`src/rtl/core/assert_macros.svh`:
```
// assertion macros shared by the rtl
`ifndef ASSERT_MACROS_SVH
`define ASSERT_MACROS_SVH

`ifndef NO_ASSERTIONS

// property that must hold on every clock edge outside reset
`define ASSERT_CLK(label, prop, msg) \
	label: assert property (@(posedge clk) disable iff (!arst_n) (prop)) else $error(msg);

// condition that must never be seen on a clock edge outside reset
`define ASSERT_NEVER(label, cond, msg) \
	label: assert property (@(posedge clk) disable iff (!arst_n) !(cond)) else $error(msg);

`else

`define ASSERT_CLK(label, prop, msg)

`define ASSERT_NEVER(label, cond, msg)

`endif

`endif

```
`src/rtl/core/cvl_pkg.sv`:
```
`timescale 1ns / 1ps
`default_nettype none

package cvl_pkg;

	localparam int CAP     = 8;
	localparam int COUNT_W = 4;
	localparam int DATA_W  = 32;

	typedef enum logic [1:0] {
		ACT_ADD  = 2'd0,
		ACT_DEL  = 2'd1,
		ACT_DUMP = 2'd2,
		ACT_NONE = 2'd3
	} action_t;

	typedef enum logic [1:0] {
		ST_OK       = 2'd0,
		ST_FULL     = 2'd1,
		ST_EMPTY    = 2'd2,
		ST_NOTFOUND = 2'd3
	} status_t;

	// per-cell control from the list controller
	typedef struct packed {
		logic occupied;
		logic load;
		logic del_en;
		logic rot_en;
		logic rot_wrap;
	} cell_ctl_t;

endpackage

`default_nettype wire

```
`src/rtl/core/cvl_cell.sv`:
```
`timescale 1ns / 1ps
`default_nettype none

module cvl_cell import cvl_pkg::*; (
	input  logic                     clk,
	input  cell_ctl_t                ctl,
	input  logic signed [DATA_W-1:0] item_value,
	input  logic signed [DATA_W-1:0] nxt_data,
	input  logic signed [DATA_W-1:0] head_data,
	input  logic                     hit_in,
	output logic                     hit_out,
	output logic signed [DATA_W-1:0] data
);

	logic signed [DATA_W-1:0] data_q;

	// a match here or in any earlier cell makes this cell take the next cell's value on a delete
	assign hit_out = hit_in || (ctl.occupied && (data_q == item_value));
	assign data    = data_q;

	always_ff @(posedge clk) begin
		if (ctl.load) begin
			data_q <= item_value;
		end else if (ctl.del_en && ctl.occupied && hit_out) begin
			data_q <= nxt_data;
		end else if (ctl.rot_en && ctl.occupied) begin
			data_q <= ctl.rot_wrap ? head_data : nxt_data;
		end
	end

endmodule

`default_nettype wire

```
`src/rtl/core/compacting_value_list.sv`:
```
// channel  | signals                                   | handshake
// ---------+-------------------------------------------+-------------------------
// command  | action, item_value                        | start high, busy low
// result   | status, entry_value, entry_count, last    | strobe, one cycle, no stall
//
// the result word of an add or delete shows the cycle after start
// a dump of n entries puts out one word a cycle, by rotating the cell chain
// busy is high after a dump is taken, while words one to n-1 are out
// reset clears the count and the result strobe; cell contents stay undefined
`timescale 1ns / 1ps
`default_nettype none

`include "assert_macros.svh"

module compacting_value_list import cvl_pkg::*; (
	input  logic                     clk,
	input  logic                     arst_n,
	input  logic                     start,
	input  logic [1:0]               action,
	input  logic signed [DATA_W-1:0] item_value,
	output logic                     busy,
	output logic                     strobe,
	output logic [1:0]               status,
	output logic signed [DATA_W-1:0] entry_value,
	output logic [COUNT_W-1:0]       entry_count,
	output logic                     last
);

	logic [COUNT_W-1:0]       len_q;
	logic [COUNT_W-1:0]       cnt_q;
	logic                     dump_q;
	logic                     strobe_q;
	status_t                  status_q;
	logic signed [DATA_W-1:0] value_q;
	logic                     last_q;

	logic                     acc;
	logic                     add_ok;
	logic                     del_en;
	logic                     dump_go;
	logic                     rot_en;
	logic                     found;
	logic                     is_last;
	logic [COUNT_W-1:0]       pos;
	action_t                  act;

	cell_ctl_t                ctl  [CAP];
	logic signed [DATA_W-1:0] data [CAP];
	logic                     hit  [CAP+1];

	assign act     = action_t'(action);
	assign acc     = start && !dump_q;
	assign add_ok  = acc && (act == ACT_ADD) && (len_q < COUNT_W'(CAP));
	assign del_en  = acc && (act == ACT_DEL);
	assign dump_go = acc && (act == ACT_DUMP) && (len_q != '0);
	assign rot_en  = dump_go || dump_q;
	assign found   = hit[CAP];
	assign pos     = dump_q ? cnt_q : '0;
	assign is_last = (pos + COUNT_W'(1)) == len_q;

	assign hit[0] = 1'b0;

	for (genvar i = 0; i < CAP; i++) begin : g_cell
		assign ctl[i].occupied = COUNT_W'(i) < len_q;
		assign ctl[i].load     = add_ok && (len_q == COUNT_W'(i));
		assign ctl[i].del_en   = del_en;
		assign ctl[i].rot_en   = rot_en;
		assign ctl[i].rot_wrap = (COUNT_W'(i) + COUNT_W'(1)) == len_q;

		cvl_cell u_cell (
			.clk        (clk),
			.ctl        (ctl[i]),
			.item_value (item_value),
			.nxt_data   ((i == CAP - 1) ? data[i] : data[(i + 1) % CAP]),
			.head_data  (data[0]),
			.hit_in     (hit[i]),
			.hit_out    (hit[i+1]),
			.data       (data[i])
		);
	end

	always_ff @(posedge clk or negedge arst_n) begin
		if (!arst_n) begin
			len_q    <= '0;
			cnt_q    <= '0;
			dump_q   <= 1'b0;
			strobe_q <= 1'b0;
		end else begin
			strobe_q <= rot_en || acc;
			if (add_ok) begin
				len_q <= len_q + COUNT_W'(1);
			end else if (del_en && found) begin
				len_q <= len_q - COUNT_W'(1);
			end
			if (rot_en) begin
				cnt_q  <= pos + COUNT_W'(1);
				dump_q <= !is_last;
			end
		end
	end

	// result payload
	always_ff @(posedge clk) begin
		if (rot_en) begin
			status_q <= ST_OK;
			value_q  <= data[0];
			last_q   <= is_last;
		end else if (acc) begin
			value_q <= '0;
			last_q  <= 1'b1;
			unique case (act)
				ACT_ADD:  status_q <= add_ok ? ST_OK : ST_FULL;
				ACT_DEL:  status_q <= (len_q == '0) ? ST_EMPTY :
				                      (found ? ST_OK : ST_NOTFOUND);
				ACT_DUMP: status_q <= ST_EMPTY;
				default:  status_q <= ST_OK;
			endcase
		end
	end

	assign busy        = dump_q;
	assign strobe      = strobe_q;
	assign status      = status_q;
	assign entry_value = value_q;
	assign entry_count = len_q;
	assign last        = last_q;

	`ASSERT_CLK(a_len_range, len_q <= COUNT_W'(CAP), "count beyond capacity")
	`ASSERT_NEVER(a_dump_empty, dump_q && (len_q == '0), "dump running on empty list")
	`ASSERT_CLK(a_dump_word, dump_q |=> strobe_q, "dump cycle without result word")
	`ASSERT_CLK(a_dump_end, (dump_q && is_last) |=> (strobe_q && last_q && !dump_q), "dump end lost")
	`ASSERT_CLK(a_len_hold, dump_q |=> $stable(len_q), "count changed during dump")

endmodule

`default_nettype wire

```
`config.mk`:
```
export PLATFORM = sky130hd
export DESIGN_NAME = compacting_value_list
export DESIGN_NICKNAME = d
export VERILOG_FILES = /design/src/rtl/core/cvl_pkg.sv /design/src/rtl/core/cvl_cell.sv /design/src/rtl/core/compacting_value_list.sv
export VERILOG_INCLUDE_DIRS = /design/src /design/src/rtl/core
export SDC_FILE = /design/constraint.sdc
export NUM_CORES = 1
export LEC_CHECK = 0
export ABC_AREA = 0
export BUFFER_PORTS_ARGS = -buffer_cell sky130_fd_sc_hd__buf_2
export CORE_ASPECT_RATIO = 1.2
export CORE_MARGIN = 4
export CORE_UTILIZATION = 50
export DETAILED_ROUTE_END_ITERATION = 10
export PLACE_DENSITY_LB_ADDON = 0.25
export SYNTH_ARGS = -nofsm -noshare
export SYNTH_HDL_FRONTEND = slang
export SYNTH_HIERARCHICAL = 1
export SYNTH_SLANG_ARGS = --single-unit
```
`constraint.sdc`:
```
create_clock -name clk -period 10.39 [get_ports clk]
set_clock_uncertainty 0.1 [all_clocks]
set_input_delay 0 -clock clk [delete_from_list [all_inputs] [get_ports clk]]
set_output_delay 0 -clock clk [all_outputs]
set_load 0.02 [all_outputs]
```
==> out/results.txt <==
status: finished clean
metal3 WL: 7180 um
I/O Buffers: 77
startpoint types: register
Pins Over Slew Limit: 0
final-stage net count: 2634
critical path type: reg2reg
Synth Area in XOR/XNOR: 9.20%
minimum clock period: 8.54 ns
core area: 49200 um^2
Met1 Routed Length: 32700 um
# rows: 89
die area: 53500 um^2
TritonRoute pass-1 iters: 7
Slew @ Worst Pin: 1.46 ns
simple-gate share of the synthesized area: 19.7%
Post-synth top cells: edfxtp_1, inv_1, a21oi_1
Clock Latency Late Sink: 0.56 ns
Warnings, synthesis: 6
Initial Utilization: 50.7%
global-route wire length before repair: 123000 um
Max Fclk: 117 MHz
worst-case clock buffer depth: 3
Synth Area in Compound Gates: 25.6%
Netlist cell types: 55
number of remaining DRC errors: 0
cts bufs inserted: 36
boundary pin count: 78
Final Hold Violating Endpoints: 0
Post-Route Setup TNS: 0 ns
Reg area: 8970 um^2
RD Place Congestion: 0.894
multi-input logic area: 13900 um^2
via count: 21700
WL per Instance: 24.6 um
Post-synth top flop: edfxtp_1
dpl hpwl: 54600 um
layout cells sized above 1: 11.4%
number of synthesized flops with an enable pin: 289
H-tree Lvls: 2
RSZ-0062 raised after global routing: false
fillers: 4280
Syn Std Cell Area: 24900 um^2
final setup fails: 0
crit end category: register
DIE WIDTH: 212 um
Max-slew headroom: 2.78%
initial antenna violation count: 9
pin count of the biggest net entering global routing: 70
Yosys top cell by area: edfxtp_1
cell count after synthesis: 2636
ranking of synthesized cells by area: edfxtp_1, nor3b_1, a211oi_1
post-placement cell count: 3180
pwr dens: 255 nW/um^2
Yosys top cell area share: 34.8%
Die Y: 253 um
Max-Cap Viols: 0
P_leak: 0.00984 uW
syn_area_per_cell: 9.46 um^2
WHS Path Cells: 4
Finished Core Util: 54.4%
flop2flop setup slack: 1.85 ns
post-synthesis sequential area ratio: 35.9%
drt total wl: 80100 um
period utilisation layout: 82.2%
Total GRT Usage: 29.0%
Worst-path clk slew: 0.06 ns
CP max FO: 35
Max Used Layer: met4
DR WL met2: 35900 um
WP data arrival: 8.60 ns
Worst Hold Class: in2reg
Worst VDD drop: 0.000122 V
Async SR Flop Fraction: 3.32%
clk sink count: 301
post-synthesis adder-cell area fraction: 0.351%
area grow syn2layout: 7.34%
Crit path required time: 10.46 ns
Non-Filler Instances: 3258
cell with the most instances after synthesis: edfxtp_1
Congestion Overflow GR: 0
CTS root buffer: clkbuf_16
DRT iter0 DRCs: 2837
Via density: 6.65
CTS tree: done
worst r2r path cells: 20
mux contribution to synthesized area: 0.211%
largest family of logic cells by synthesized area: compound AO/OA/AOI/OAI gates
CTS-repair resized insts: 0
final antenna-violating net count: 0
vias in the first global route: 20700
Seq cells post-synth: 301
==> cells by family (layout without fill, tap and decap cells) <==
family	Yosys count	in the layout
buffers and inverters	496	467
flip-flops	301	301
adder cells (fa/ha/maj)	7	7
XOR/XNOR	262	262
AND/OR/NAND/NOR	736	736
multiplexers	5	5
AO/OA/AOI/OAI	828	828
other	1	15
==> layer usage <==
metal	global-route usage [%]	up-vias
li1	-	9829
met1	39.6	10600
met2	45.0	1110
met3	4.79	185
met4	14.0	0
met5	0	-
==> cell type report <==
class / count / area share [%]
flip-flops and latches: 301 / 33.5
clock inverters: 23 / 1.16
well taps: 637 / 2.98
diodes: 7 / 0.0654
multi-input cells: 1846 / 51.9
clock buffers: 39 / 3.49
repair buffers: 133 / 3.09
inverters: 272 / 3.81
==> critical path, cell delays in order (launching register included) <==
cell	delay (ns)
dfrtp_1	0.64
inv_1	0.26
ha_1	0.28
or3b_4	0.31
nand2_1	0.07
or4_4	0.45
or3_1	0.39
nand2b_1	0.10
buf_4	0.33
nand2b_1	0.16
buf_4	0.32
nand2b_1	0.97
nand2b_1	1.04
nand2b_1	0.22
buf_4	0.31
nand2b_1	0.17
buf_4	0.30
nand2b_1	0.33
buf_4	0.32
nor3_1	0.13
a21oi_4	0.89
==> state kept, by name (all words and copies together), names as in the netlist <==
name / cells
strobe: 1
entry_count: 4
busy: 1
cnt_q: 4
entry_value: 32
g_cell.u_cell/data: 256
status: 2
last: 1
==> metrics by stage <==
| stage | total power [uW] | worst slack, ns | hold WS (ns) | instance area, um^2 |
|---|---|---|---|---|
| detailed placement | 5430 | 2.07 | -0.218 | 25400 |
| floorplan | 4570 | 2.95 | -0.396 | 25000 |
| global placement | 5330 | 2.16 | -0.218 | 25400 |
| CTS | 6810 | 2.06 | 0.00173 | 26800 |
| finish | 6830 | 1.85 | 0.0360 | 26800 |
| global route | 7200 | 1.38 | 0.0365 | 26800 |
==> path summary, 6_finish.rpt <==
kind                                            start                             endpoint
max                        entry_count[1]$_DFFE_PN0P_   g_cell[7].u_cell/data[6]$_DFFE_PP_
min                                    item_value[11]  g_cell[6].u_cell/data[11]$_DFFE_PP_
max reg2reg                entry_count[1]$_DFFE_PN0P_   g_cell[7].u_cell/data[6]$_DFFE_PP_
min reg2reg                      cnt_q[1]$_DFFE_PN0P_                 cnt_q[1]$_DFFE_PN0P_
max in group asynchronous                      arst_n                 cnt_q[2]$_DFFE_PN0P_
min in group asynchronous                      arst_n           entry_count[2]$_DFFE_PN0P_
==> placed cells by master (no fill, tap or decap), types with 8 or more instances in the layout <==
cell type      netlist  layout
edfxtp_1           289     289
nor3b_1            257     257
a21oi_1            268     260
a21oi_4              0       8
clkbuf_16            0      37
o21ai_0             11      11
and2_1              40      40
a221oi_2            48      48
buf_4                1      47
buf_2                1      77
nor2b_1            259     259
inv_1              271     271
a211oi_1           256     256
nand2b_1            19      19
o41ai_4              8       8
nand2_2              0       8
a221oi_1           208     208
nand4_1             32      32
or3_1               17      17
or2_2                9       9
xnor2_1            108     108
conb_1               1       8
nor4_1              33      32
nand2_1             20      12
or4_4                8       8
nor3_1              17      16
a31oi_1             10      10
dfrtp_1             10      10
dlygate4sd3_1        0       9
xor2_1             154     154
o31a_4               8       8
==> timing repair <==
action / CTS / global route
hold buffers: 9 / 0
hold endpoints to repair: 28 / 0
buffers inserted: 0 / 0
==> power breakdown <==
part	total, uW	switching, uW	internal [uW]
registers	3150	838	2310
clock network	1360	537	825
logic	2320	1300	1020
Note: power is estimated with default switching activity, not from simulation.
